$ cat src/mcs_pkg.sv
// Shared types, constants and code tables for the Morse character serializer.
// Depends on nothing.
package mcs_pkg;

   localparam int unsigned CodeBits = 16;
   localparam int unsigned UnitBits = 5;

   localparam logic [7:0] SPACE_CODE   = 8'h20;
   localparam logic [7:0] FOLD_MASK    = 8'hDF;
   localparam logic [7:0] LETTER_FIRST = 8'h41;
   localparam logic [7:0] LETTER_LAST  = 8'h5A;

   localparam logic [UnitBits-1:0] LETTER_GAP_UNITS = 5'd3;
   localparam logic [UnitBits-1:0] WORD_GAP_UNITS   = 5'd7;

   typedef struct packed {
      logic [CodeBits-1:0] pattern;
      logic [UnitBits-1:0] units;
   } keying_type;

   // Keying pattern of a letter, MSB first; index 0 is A.
   function automatic logic [CodeBits-1:0] letter_pattern(input logic [4:0] idx);
      logic [CodeBits-1:0] p;
      unique case (idx)
         5'd0:    p = 16'hB800;
         5'd1:    p = 16'hEA80;
         5'd2:    p = 16'hEBA0;
         5'd3:    p = 16'hEA00;
         5'd4:    p = 16'h8000;
         5'd5:    p = 16'hAE80;
         5'd6:    p = 16'hEE80;
         5'd7:    p = 16'hAA00;
         5'd8:    p = 16'hA000;
         5'd9:    p = 16'hBBB8;
         5'd10:   p = 16'hEB80;
         5'd11:   p = 16'hBA80;
         5'd12:   p = 16'hEE00;
         5'd13:   p = 16'hE800;
         5'd14:   p = 16'hEEE0;
         5'd15:   p = 16'hBBA0;
         5'd16:   p = 16'hEEB8;
         5'd17:   p = 16'hBA00;
         5'd18:   p = 16'hA800;
         5'd19:   p = 16'hE000;
         5'd20:   p = 16'hAE00;
         5'd21:   p = 16'hAB80;
         5'd22:   p = 16'hBB80;
         5'd23:   p = 16'hEAE0;
         5'd24:   p = 16'hEBB8;
         5'd25:   p = 16'hEEA0;
         default: p = '0;
      endcase
      return p;
   endfunction

   // Pattern length up to and including its last on bit.
   function automatic logic [UnitBits-1:0] letter_length(input logic [4:0] idx);
      logic [UnitBits-1:0] n;
      unique case (idx) inside
         5'd4:                                     n = 5'd1;
         5'd8, 5'd19:                              n = 5'd3;
         5'd0, 5'd13, 5'd18:                       n = 5'd5;
         5'd3, 5'd7, 5'd12, 5'd17, 5'd20:          n = 5'd7;
         5'd1, 5'd5, 5'd6, 5'd10, 5'd11, 5'd21,
         5'd22:                                    n = 5'd9;
         5'd2, 5'd14, 5'd15, 5'd23, 5'd25:         n = 5'd11;
         5'd9, 5'd16, 5'd24:                       n = 5'd13;
         default:                                  n = '0;
      endcase
      return n;
   endfunction

   // Full keying sequence of one character: pattern and number of units.
   function automatic keying_type decode_char(input logic [7:0] ch);
      keying_type k;
      logic [7:0] up;
      logic [7:0] offset;
      up     = ch & FOLD_MASK;
      offset = up - LETTER_FIRST;
      k.pattern = '0;
      k.units   = '0;
      if (ch == SPACE_CODE) begin
         k.units = WORD_GAP_UNITS;
      end else if (up >= LETTER_FIRST && up <= LETTER_LAST) begin
         k.pattern = letter_pattern(offset[4:0]);
         k.units   = letter_length(offset[4:0]) + LETTER_GAP_UNITS;
      end
      return k;
   endfunction

endpackage

$ cat src/mcs_req_if.sv
// Input channel of the Morse character serializer: one ASCII character per item.
// Depends on nothing.
interface mcs_req_if;
   logic       valid;
   logic       ready;
   logic [7:0] char_code;

   modport source (output valid, output char_code, input ready);
   modport sink   (input valid, input char_code, output ready);
endinterface

$ cat src/mcs_rsp_if.sv
// Result channel of the Morse character serializer: one keying unit per item.
// Depends on nothing.
interface mcs_rsp_if;
   logic valid;
   logic ready;
   logic led_on;
   logic last_unit;

   modport source (output valid, output led_on, output last_unit, input ready);
   modport sink   (input valid, input led_on, input last_unit, output ready);
endinterface

$ cat src/morse_character_serializer_unit.sv
// Top level of the Morse character serializer: holding register, decode, serializer.
// Depends on mcs_pkg, mcs_req_if and mcs_rsp_if.

// Each item on req carries one ASCII character; the block answers on rsp with
// that character's on/off keying, one dot time per item, and flags the final
// unit of the character with last_unit. Letters of either case send their Morse
// pattern followed by three off units, a space sends seven off units, and any
// other code sends nothing. A letter has 4 to 16 units and a space 7, and the
// serializer shifts out one unit per cycle while rsp stays ready; a character
// with no units passes the holding register and loads an empty count. An
// accepted character goes first into the holding register and then into the
// serializer registers, which offer its first unit. The next character waits
// in the holding register and enters the serializer in the same cycle as the
// previous character's last unit is taken, so units flow without gaps while
// rsp stays ready.
module morse_character_serializer_unit
   import mcs_pkg::*;
(
   input logic      clock,
   input logic      reset,
   mcs_req_if.sink  req,
   mcs_rsp_if.source rsp
);

   // Holding register for the next character.
   logic                hold_valid_ff, hold_valid_in;
   logic [7:0]          hold_char_ff, hold_char_in;

   // Serializer: remaining units and the pattern with the current unit in the MSB.
   logic [CodeBits-1:0] shift_ff, shift_in;
   logic [UnitBits-1:0] count_ff, count_in;

   keying_type          decoded;
   logic                req_fire;
   logic                rsp_fire;
   logic                load;

   assign decoded  = decode_char(hold_char_ff);
   assign rsp_fire = rsp.valid && rsp.ready;

   // The serializer takes a new character when it is empty or its last unit
   // leaves in this cycle.
   assign load      = (count_ff == '0) || (count_ff == UnitBits'(1) && rsp.ready);
   assign req.ready = !hold_valid_ff || load;
   assign req_fire  = req.valid && req.ready;

   always_comb begin
      hold_valid_in = hold_valid_ff;
      hold_char_in  = hold_char_ff;
      if (req_fire) begin
         hold_valid_in = 1'b1;
         hold_char_in  = req.char_code;
      end else if (load) begin
         hold_valid_in = 1'b0;
      end
   end

   always_comb begin
      shift_in = shift_ff;
      count_in = count_ff;
      if (load) begin
         // A character with no units simply loads an empty count.
         shift_in = hold_valid_ff ? decoded.pattern : '0;
         count_in = hold_valid_ff ? decoded.units : '0;
      end else if (rsp_fire) begin
         shift_in = {shift_ff[CodeBits-2:0], 1'b0};
         count_in = count_ff - UnitBits'(1);
      end
   end

   always_ff @(posedge clock) begin
      if (reset) begin
         hold_valid_ff <= 1'b0;
         count_ff      <= '0;
      end else begin
         hold_valid_ff <= hold_valid_in;
         count_ff      <= count_in;
      end
      hold_char_ff <= hold_char_in;
      shift_ff     <= shift_in;
   end

   assign rsp.valid     = (count_ff != '0);
   assign rsp.led_on    = shift_ff[CodeBits-1];
   assign rsp.last_unit = (count_ff == UnitBits'(1));

endmodule

$ cat src/flat_wrapper.sv
// flat-port wrapper written by rule: the top's interface ports become plain ports
module morse_character_serializer_unit_flat import mcs_pkg::*;
  (clock, reset, req_valid, req_char_code, req_ready, rsp_valid, rsp_led_on, rsp_last_unit, rsp_ready);
  mcs_req_if req_i ();
  mcs_rsp_if rsp_i ();
  input logic clock;
  input logic reset;
  input wire logic [$bits(req_i.valid)-1:0] req_valid;
  input wire logic [$bits(req_i.char_code)-1:0] req_char_code;
  output wire logic [$bits(req_i.ready)-1:0] req_ready;
  output wire logic [$bits(rsp_i.valid)-1:0] rsp_valid;
  output wire logic [$bits(rsp_i.led_on)-1:0] rsp_led_on;
  output wire logic [$bits(rsp_i.last_unit)-1:0] rsp_last_unit;
  input wire logic [$bits(rsp_i.ready)-1:0] rsp_ready;
  assign req_i.valid = req_valid;
  assign req_i.char_code = req_char_code;
  assign req_ready = req_i.ready;
  assign rsp_valid = rsp_i.valid;
  assign rsp_led_on = rsp_i.led_on;
  assign rsp_last_unit = rsp_i.last_unit;
  assign rsp_i.ready = rsp_ready;
  morse_character_serializer_unit u_core (.clock(clock), .reset(reset), .req(req_i), .rsp(rsp_i));
endmodule
$ cat config.mk
export PLATFORM = sky130hd
export DESIGN_NAME = morse_character_serializer_unit_flat
export DESIGN_NICKNAME = d
export VERILOG_FILES = /design/src/mcs_pkg.sv /design/src/mcs_req_if.sv /design/src/mcs_rsp_if.sv /design/src/morse_character_serializer_unit.sv /design/src/flat_wrapper.sv
export SDC_FILE = /design/constraint.sdc
export NUM_CORES = 1
export LEC_CHECK = 0
export ABC_AREA = 1
export BUFFER_PORTS_ARGS = -buffer_cell sky130_fd_sc_hd__buf_4
export CORE_MARGIN = 2
export CORE_UTILIZATION = 44
export CTS_BUF_LIST = sky130_fd_sc_hd__clkbuf_4 sky130_fd_sc_hd__clkbuf_8
export CTS_CLUSTER_SIZE = 40
export DETAILED_ROUTE_END_ITERATION = 16
export PLACE_DENSITY = 0.67
export SYNTH_ARGS = -nofsm -noshare
export SYNTH_HDL_FRONTEND = slang
export SYNTH_SLANG_ARGS = --single-unit
export TNS_END_PERCENT = 1
$ cat constraint.sdc
create_clock -name clock -period 6.4 [get_ports clock]
set_clock_uncertainty 0.1 [all_clocks]
set_input_delay 0.64 -clock clock [delete_from_list [all_inputs] [get_ports clock]]
set_output_delay 0.64 -clock clock [all_outputs]
set_load 0.01 [all_outputs]
==> results of run 1 <==
[cells by family after synthesis]
group / count (synthesis) / synth area share
fa+ha+maj: 9 / 0.0580
xor+xnor: 4 / 0.0258
flops: 27 / 0.386
buf+inv: 34 / 0.0740
simple gates: 138 / 0.327
compound gates: 41 / 0.129
[cell usage in the layout (no fill, tap or decap), types with 9 or more instances in the layout]
master	n
nand3_1	19
nor2_1	14
nand2_1	80
ha_1	9
buf_4	15
inv_1	27
o21ai_0	14
edfxtp_1	21
[path summary, 6_finish.rpt]
check	endpoint	slack, ps	cells past startpoint
setup / recovery	u_core.count_ff[3]	3710	10
hold / removal	u_core.count_ff[4]	410	2
setup reg to reg	u_core.count_ff[3]	3710	10
hold reg to reg	u_core.count_ff[4]	410	2
[synth_stat cells, types with 4 or more instances]
cell type and count:
o31ai_1 4, o21ai_0 14, dfxtp_1 6, o211ai_1 5, nand3_1 19, nor2_2 4
nand2_1 80, nand2_2 6, a21oi_1 6, edfxtp_1 21, nor2_1 14, ha_1 9
inv_1 27
[critical path: stages, from the launching register on]
cell and delay, ps:
edfxtp_1 520, inv_2 170, ha_1 280, nand3_4 130, xnor2_2 590, nand2_1 130, nand2_1 170, nand3_2 120
o21ai_1 200, nand3_1 90, a21oi_1 130
[metrics by stage]
step                      utilization  hold WS, ps  instance area, µm²  cells
after global placement          0.487          392                2090    316
after floorplan                     -          367                1940    253
after detailed placement        0.487          397                2090    316
after CTS                       0.498          410                2140    320
final                           0.498          412                2140    320
after global routing            0.498          422                2140    320
[power by group through the flow]
| stage | Combinational [W] | Sequential, W | Clock [W] |
|---|---|---|---|
| 3_5_place_dp | 0.000407 | 0.000310 | 0 |
| 3_3_place_gp | 0.000411 | 0.000308 | 0 |
| 2_1_floorplan | 0.000318 | 0.000301 | 0 |
| 4_1_cts | 0.000410 | 0.000306 | 0.000104 |
| 6_report | 0.000408 | 0.000306 | 0.000102 |
| 5_1_grt | 0.000473 | 0.000314 | 0.000109 |
[state kept, by name (all words and copies together) (netlist names)]
register and flops:
u_core.count_ff 5, u_core.hold_char_ff 8, u_core.hold_valid_ff 1, u_core.shift_ff 13
[area by class of cell]
class,instances,area (µm²),area share
clock buffers,4,48.8,0.0228
inverters,30,113,0.0527
multi-input cells,192,1050,0.490
flip-flops and latches,27,751,0.351
well taps,52,65.1,0.0304
repair buffers,15,113,0.0527
[routing by layer]
metal  part of all wire  wire, µm
met1               0.51      2010
met2               0.44      1740
met3              0.030       118
met4              0.016        61
met5                  0         0
==> results.py, run 1 <==
metrics = {
    "finish": {
        "fin_nets": 290,
        "antenna_cells": 0,
        "num-fill-cells": 439,
        "drive_above_1_share": 0.149,
        "area_delta_synth_final_pct": 10.0,
    },
    "synthesis": {
        "synth.top_cell.area_share": 0.325,
        "synth_area_um2": 1940,
        "netlist_top_cells_area": "edfxtp_1 32%, nand2_1 15%, dfxtp_1 6.2%",
        "synth.largest_area_cell": "edfxtp_1",
        "synthCells": 253,
        "syn_avg_cell_area_um2": 7.68,
        "ys_warn_count": 0,
        "synth_cell_types": 35,
        "synth_edf_count": 21,
        "async_flop_share": 0,
        "ys_seq_elements": 27,
        "syn-num-nets": 274,
        "ys_seq_area_frac": 0.386,
        "synth_ff_type": "edfxtp_1",
    },
    "clock_tree": {
        "clock-root-buffer": "clkbuf_8",
        "cts_resized": 0,
        "clkSinkCount": 27,
        "cts_max_level": 1,
        "clk_pin_slew_ps": 90,
        "insertion_delay_ps": 280,
        "cts_setup_buffers": 0,
        "cts_inserted_buffers": 3,
        "holdBufCountCts": 0,
        "cts_tree": "built",
        "cts_buffer_depth": 2,
    },
    "setup_path": {
        "cp.arrival_ps": 2810,
        "reg2reg_from": "u_core.hold_char_ff[0]",
        "startpoint_type": "register",
        "cp_max_fo": 17,
        "crit_path_end_kind": "register",
        "startpoint": "u_core.hold_char_ff[0]",
        "cp.required_ps": 6520,
        "critPathKind": "register to register",
    },
    "global_route": {
        "grt_pass1_wl_um": 6980,
        "overflow": 0,
        "grt.met3_usage": 0.0173,
        "gr-max-usage-layer": "met2",
        "grt_start_max_net_pins": 22,
        "use_met1": 0.251,
        "grt_antenna_before_repair": 0,
        "grt_use_met2": 0.270,
        "track_usage": 0.173,
        "grt_pass1_vias": 1527,
    },
    "route": {
        "num_vias": 1663,
        "dr.first_iter.drc_count": 139,
        "dr.pass1.iters": 4,
        "vias_per_cell": 5.20,
        "wl_per_cell_um": 12.3,
        "wl_um": 3930,
        "drc": 0,
        "final_antenna_net_count": 0,
    },
    "die": {
        "die_area_um2": 4960,
        "die_x_um": 70.5,
        "initial_core_util": 0.453,
        "core_um2": 4290,
        "fp.dieH_um": 70.5,
        "ios": 16,
        "fp-row-count": 24,
    },
    "timing": {
        "slew_viol_final": 0,
        "max_slew_margin": 0.507,
        "worst_slack_ps": 3710,
        "fmax_mhz": 372,
        "fin_tns_setup_ps": 0,
        "rsz0062_at_grt": "no",
        "fin_crit_ps": 2690,
        "final.period_utilization": 0.420,
        "setup_viol": 0,
        "hold_viol_final": 0,
        "worst_pin_slew_ps": 736,
    },
    "pwr": {
        "power.share.sequential": 0.375,
        "p_comb_frac": 0.500,
        "leakage_nw": 0.960,
        "vdd_drop_max_mv": 0.189,
        "power_switching_w": 0.000347,
        "power_w": 0.000816,
        "p_sw_frac": 0.426,
        "power_density_nw_per_um2": 381,
        "clkPwrFrac": 0.125,
        "p_int_w": 0.000469,
    },
    "worst_hold_path": {
        "hold_path.class": "register to register",
        "hp-start": "u_core.count_ff[4]",
    },
    "placed_design": {
        "dp_slack_ps": 3720,
        "place.port_buffers": 15,
        "hpwl_um": 3050,
        "gp_congestion": 0.949,
    },
    "run": {
        "maxCapViolations": 0,
    },
    "outcome": {
        "outcome": "completed",
    },
}
Note: power is estimated with default switching activity, not from simulation.
==> run 2, diff against run 1 <==
- ABC_AREA: 1 -> 0
- PLACE_DENSITY: 0.67 -> 0.66
- clock period: 6.4 -> 2.6 ns (I/O delays scaled with it)
==> results.py, run 2 <==
metrics = {
    "outcome": {
        "outcome": "finished with violations",
        "violations": "setup timing",
    },
    "route": {
        "dr.pass1.iters": 5,
        "vias_per_cell": 5.96,
        "wl_um": 6030,
        "dr.first_iter.drc_count": 244,
        "drc": 0,
        "final_antenna_net_count": 0,
        "wl_per_cell_um": 16.4,
        "num_vias": 2194,
    },
    "setup_path": {
        "startpoint_type": "register",
        "reg2reg_slack_ps": -0.09,
        "slowest_delay_ps": 540,
        "crit_path_end_kind": "register",
        "cp.required_ps": 2690,
        "path_buf_inv": 1,
        "cp_max_fo": 9,
        "crit_slowest_cell": "edfxtp_1",
        "crit_family": "compound AO/OA/AOI/OAI gates",
        "critPathKind": "register to register",
        "cp.arrival_ps": 2690,
        "crit_chain": "buf_4 -> or3_1 -> a211oi_1 -> a21oi_1 -> o211a_1 -> or3_4 -> xnor2_2 -> o32ai_2",
    },
    "placed_design": {
        "dp.cells": 356,
        "place.port_buffers": 15,
        "hpwl_um": 4340,
        "gp_congestion": 0.949,
    },
    "finish": {
        "fin_util": 0.599,
        "seqCellArea_um2": 751,
        "largest_reg_flops": 13,
        "stdcell_count": 368,
        "largestRegisters": "u_core.shift_ff: 13 flops, u_core.hold_char_ff: 8 flops, u_core.count_ff: 5 flops",
        "layout_common_cells": "47 x buf_4, 25 x nand2_1, 21 x nor2_1, 21 x edfxtp_1, 20 x o21ai_0",
        "drive_above_1_share": 0.306,
        "antenna_cells": 0,
        "layout.cells.most_common": "buf_4",
        "num-fill-cells": 438,
        "fin_nets": 323,
        "multi_input_area_um2": 1550,
        "area_delta_synth_final_pct": 29.0,
        "regMostFlops": "u_core.shift_ff",
    },
    "timing": {
        "worst_slack_ps": -0.0879,
        "setup_viol": 1,
        "fmax_mhz": 385,
        "slew_viol_final": 0,
        "hold_viol_final": 0,
        "max_slew_margin": 0.647,
        "fin_tns_setup_ps": -0.0879,
        "worst_pin_slew_ps": 526,
        "fin_crit_ps": 2600,
        "worst_hold_slack_ps": 56.9,
        "final.period_utilization": 1.00,
        "rsz0062_at_grt": "yes",
    },
    "synthesis": {
        "synth_cell_types": 60,
        "netlist_top_cells_area": "edfxtp_1 28%, dfxtp_1 5.4%, ha_1 5.0%",
        "synth.top_cell.area_share": 0.282,
        "synth.most_common_cell": "nand2_1",
        "syn_avg_cell_area_um2": 8.41,
        "synth_area_um2": 2240,
        "ys_warn_count": 0,
        "syn-num-nets": 287,
        "synth.largest_area_cell": "edfxtp_1",
        "async_flop_share": 0,
        "synth_ff_type": "edfxtp_1",
        "ys_seq_area_frac": 0.336,
        "ys_seq_elements": 27,
        "ys_top_cells_by_count": "26 x nand2_1, 21 x edfxtp_1, 21 x nor2_1, 20 x a21oi_1, 20 x o21ai_0",
        "synthCells": 266,
        "synth_edf_count": 21,
    },
    "clock_tree": {
        "cts_buffer_depth": 2,
        "cts_tree": "built",
        "cts_max_level": 1,
        "clock-root-buffer": "clkbuf_8",
        "insertion_delay_ps": 280,
        "clkSinkCount": 27,
        "cts_inserted_buffers": 3,
        "holdBufCountCts": 0,
        "clk_pin_slew_ps": 90,
    },
    "pwr": {
        "p_sw_frac": 0.410,
        "p_int_w": 0.00128,
        "vdd_drop_max_mv": 0.493,
        "leakage_nw": 1.12,
        "power_w": 0.00216,
        "clkPwrFrac": 0.111,
        "p_comb_frac": 0.570,
        "power_density_nw_per_um2": 750,
        "power_switching_w": 0.000888,
        "power.share.sequential": 0.319,
    },
    "die": {
        "core_um2": 4820,
        "ios": 16,
        "initial_core_util": 0.464,
        "die_area_um2": 5670,
        "fp.dieH_um": 75.3,
        "die_x_um": 75.3,
        "fp-row-count": 25,
    },
    "worst_hold_path": {
        "hold_path.class": "input pin to register",
    },
    "global_route": {
        "grt.met3_usage": 0.0278,
        "grt_use_met2": 0.332,
        "grt_pass1_wl_um": 9140,
        "overflow": 0,
        "grt_antenna_before_repair": 0,
        "use_met1": 0.309,
        "gr-max-usage-layer": "met2",
        "grt_pass1_vias": 1910,
        "grt_start_max_net_pins": 21,
        "track_usage": 0.212,
    },
    "run": {
        "maxCapViolations": 0,
    },
}
run 2: changes by cell type in the layout (fill, tap and decap cells not counted), sizes merged, moves of 8 or more:
cell / delta
a21oi: +14
buf: +37
inv: -25
nand2: -60
nand2b: +8
nand3: -15
run 2: what timing repair did:
action                                  in CTS  in global routing
pin swaps                                    0                  9
buffers inserted                             0                  7
cloned                                       0                  1
resized for setup                            2                 29
endpoints found under the setup margin       1                  6
run 2: logic make-up (layout without fill, tap and decap cells):
kind of cell	count (synthesis)	in the layout	synth area share
fa+ha+maj	9	9	0.0503
mux	5	5	0.0229
buf+inv	28	63	0.0520
simple gates	101	101	0.237
flops	27	27	0.336
xor+xnor	8	8	0.0313
compound gates	88	88	0.271
run 2: final cells by class:
cell class                 count  share of cell area
sequential                    27               0.260
clock inverter                 1             0.00260
multi-input combinational    211               0.539
clock buffer                   3              0.0143
timing repair buffer          53               0.147
inverter                       6             0.00781
tap                           67              0.0291
run 2: layer usage:
layer	vias up	share of wire
met2	83	0.48
met1	1035	0.44
met5	-	0
met4	0	0.021
met3	13	0.059
li1	1063	-
run 2: worst register-to-register path: stages, from the launching register on:
cell and delay (ps):
edfxtp_1 540, buf_4 210, or3_1 390, a211oi_1 240, a21oi_1 100, o211a_1 190, or3_4 360, xnor2_2 140
o32ai_2 240
run 2: stage by stage:
step,area [µm²],setup WS [ps]
after floorplan,2260,0.423
after global placement,2600,63.1
after detailed placement,2600,-5.84
after CTS,2660,3.92
after global routing,2890,-68.4
final,2890,-0.0879
run 2: worst paths after layout:
check / from / endpoint / cells past startpoint
setup / recovery: u_core.hold_char_ff[2] / u_core.count_ff[3] / 8
hold reg to reg: u_core.hold_valid_ff / u_core.hold_valid_ff / 2
hold / removal: req_char_code[3] / u_core.hold_char_ff[3] / 1
setup reg to reg: u_core.hold_char_ff[2] / u_core.count_ff[3] / 8
run 2: power by group through the flow:
stage / Sequential [W] / Clock (W) / Combinational [W]
global route: 0.000706 / 0.000270 / 0.00135
CTS: 0.000689 / 0.000249 / 0.00109
detailed placement: 0.000698 / 0 / 0.00109
floorplan: 0.000683 / 0 / 0.000739
finish: 0.000691 / 0.000241 / 0.00123
global placement: 0.000696 / 0 / 0.00108
==> run 3, diff against run 2 <==
- RECOVER_POWER: default -> 100
==> results.py, run 3 (synthesis gave the netlist of run 2 again) <==
metrics = {
    "outcome": {
        "outcome": "completed",
    },
    "worst_hold_path": {
        "hp-start": "req_char_code[3]",
        "hold_path.class": "input pin to register",
    },
    "die": {
        "die_area_um2": 5670,
        "die_x_um": 75.3,
        "fp.dieH_um": 75.3,
        "ios": 16,
        "fp-row-count": 25,
        "initial_core_util": 0.464,
        "core_um2": 4820,
    },
    "timing": {
        "worst_pin_slew_ps": 870,
        "rsz0062_at_grt": "yes",
        "worst_hold_slack_ps": 79.6,
        "fin_tns_setup_ps": 0,
        "fin_crit_ps": 2600,
        "slew_viol_final": 0,
        "hold_viol_final": 0,
        "max_slew_margin": 0.420,
        "setup_viol": 0,
        "worst_slack_ps": 0.212,
        "final.period_utilization": 1.00,
        "fmax_mhz": 385,
    },
    "finish": {
        "layout.cells.most_common": "buf_4",
        "drive_above_1_share": 0.292,
        "regMostFlops": "u_core.shift_ff",
        "layout_common_cells": "35 x buf_4, 25 x nand2_1, 21 x nor2_1, 21 x edfxtp_1, 20 x o21ai_0",
        "fin_nets": 323,
        "antenna_cells": 0,
        "area_delta_synth_final_pct": 28.3,
        "num-fill-cells": 441,
        "largestRegisters": "u_core.shift_ff: 13 flops, u_core.hold_char_ff: 8 flops, u_core.count_ff: 5 flops",
        "largest_reg_flops": 13,
    },
    "route": {
        "final_antenna_net_count": 0,
        "num_vias": 2187,
        "dr.first_iter.drc_count": 246,
        "drc": 0,
        "dr.pass1.iters": 5,
        "vias_per_cell": 5.94,
        "wl_um": 6000,
        "wl_per_cell_um": 16.3,
    },
    "setup_path": {
        "cp.required_ps": 2690,
        "startpoint": "u_core.hold_char_ff[2]",
        "startpoint_type": "register",
        "crit_path_end_kind": "register",
        "cp.arrival_ps": 2690,
        "critPathKind": "register to register",
        "reg2reg_from": "u_core.hold_char_ff[2]",
        "cp_max_fo": 9,
    },
    "clock_tree": {
        "cts_max_level": 1,
        "holdBufCountCts": 0,
        "cts_tree": "built",
        "insertion_delay_ps": 280,
        "cts_inserted_buffers": 3,
        "clkSinkCount": 27,
        "cts_buffer_depth": 2,
        "clk_pin_slew_ps": 80,
        "clock-root-buffer": "clkbuf_8",
    },
    "global_route": {
        "overflow": 0,
        "grt_antenna_before_repair": 0,
        "grt_pass1_vias": 1910,
        "grt_pass1_wl_um": 9140,
        "grt_start_max_net_pins": 21,
        "track_usage": 0.212,
    },
    "pwr": {
        "power_density_nw_per_um2": 746,
        "p_sw_frac": 0.413,
        "p_int_w": 0.00126,
        "leakage_nw": 1.11,
        "power_switching_w": 0.000884,
        "power.share.sequential": 0.323,
        "clkPwrFrac": 0.112,
        "vdd_drop_max_mv": 0.492,
        "p_comb_frac": 0.565,
    },
    "run": {
        "maxCapViolations": 0,
    },
    "placed_design": {
        "hpwl_um": 4340,
        "gp_congestion": 0.949,
        "dp_slack_ps": -5.84,
        "place.port_buffers": 15,
    },
}
## run 3: cell types whose count changed in the layout (fill, tap and decap cells not counted)
cell	previous run	this run
and2_0	0	2
clkbuf_1	0	4
buf_4	47	35
and2_1	4	2
clkbuf_4	0	8
## run 3: worst paths after layout
kind	endpoint	slack, ps	cells past startpoint
setup / recovery	u_core.count_ff[3]	0.2	8
hold / removal	u_core.hold_char_ff[3]	80	1
setup reg to reg	u_core.count_ff[3]	0.2	8
hold reg to reg	u_core.hold_valid_ff	420	2
## run 3: final cells by class
| class | instances | area (µm²) | area share |
|---|---|---|---|
| Clock inverter | 1 | 7.51 | 0.00262 |
| Inverter | 6 | 22.5 | 0.00785 |
| Timing Repair Buffer | 53 | 410 | 0.143 |
| Clock buffer | 3 | 41.3 | 0.0144 |
| Multi-Input combinational cell | 211 | 1550 | 0.541 |
| Tap cell | 67 | 83.8 | 0.0292 |
| Sequential cell | 27 | 751 | 0.262 |
## run 3: what timing repair did
item	4_1_cts	5_1_grt
buffers inserted	0	7
pin swaps	0	9
endpoints found under the hold margin	0	0
resized for setup	2	29
gates cloned	0	1
endpoints found under the setup margin	1	6
## run 3: worst max-delay path, cell delays in order, from the launching register on
cell      delay, ps
edfxtp_1        540
buf_4           210
or3_1           390
a211oi_1        240
a21oi_1         100
o211a_1         190
or3_4           360
xnor2_2         140
o32ai_2         240
## run 3: layer usage
| layer | wire length (µm) | GRT usage |
|---|---|---|
| met1 | 2660 | 0.309 |
| met2 | 2880 | 0.332 |
| met3 | 348 | 0.0278 |
| met4 | 119 | 0.0565 |
| met5 | 0 | 0 |
## run 3: power groups by stage
stage | combinational [W] | sequential (W) | clock [W]
2_1_floorplan | 0.000739 | 0.000683 | 0
3_3_place_gp | 0.00108 | 0.000696 | 0
3_5_place_dp | 0.00109 | 0.000698 | 0
4_1_cts | 0.00109 | 0.000689 | 0.000249
5_1_grt | 0.00132 | 0.000708 | 0.000270
6_report | 0.00121 | 0.000692 | 0.000240
## run 3: metrics by stage
stage | util | area, µm² | cells | total power, W
2_1_floorplan | - | 2260 | 266 | 0.00142
3_3_place_gp | 0.540 | 2600 | 356 | 0.00178
3_5_place_dp | 0.540 | 2600 | 356 | 0.00178
4_1_cts | 0.552 | 2660 | 360 | 0.00203
5_1_grt | 0.596 | 2870 | 368 | 0.00230
6_report | 0.596 | 2870 | 368 | 0.00214
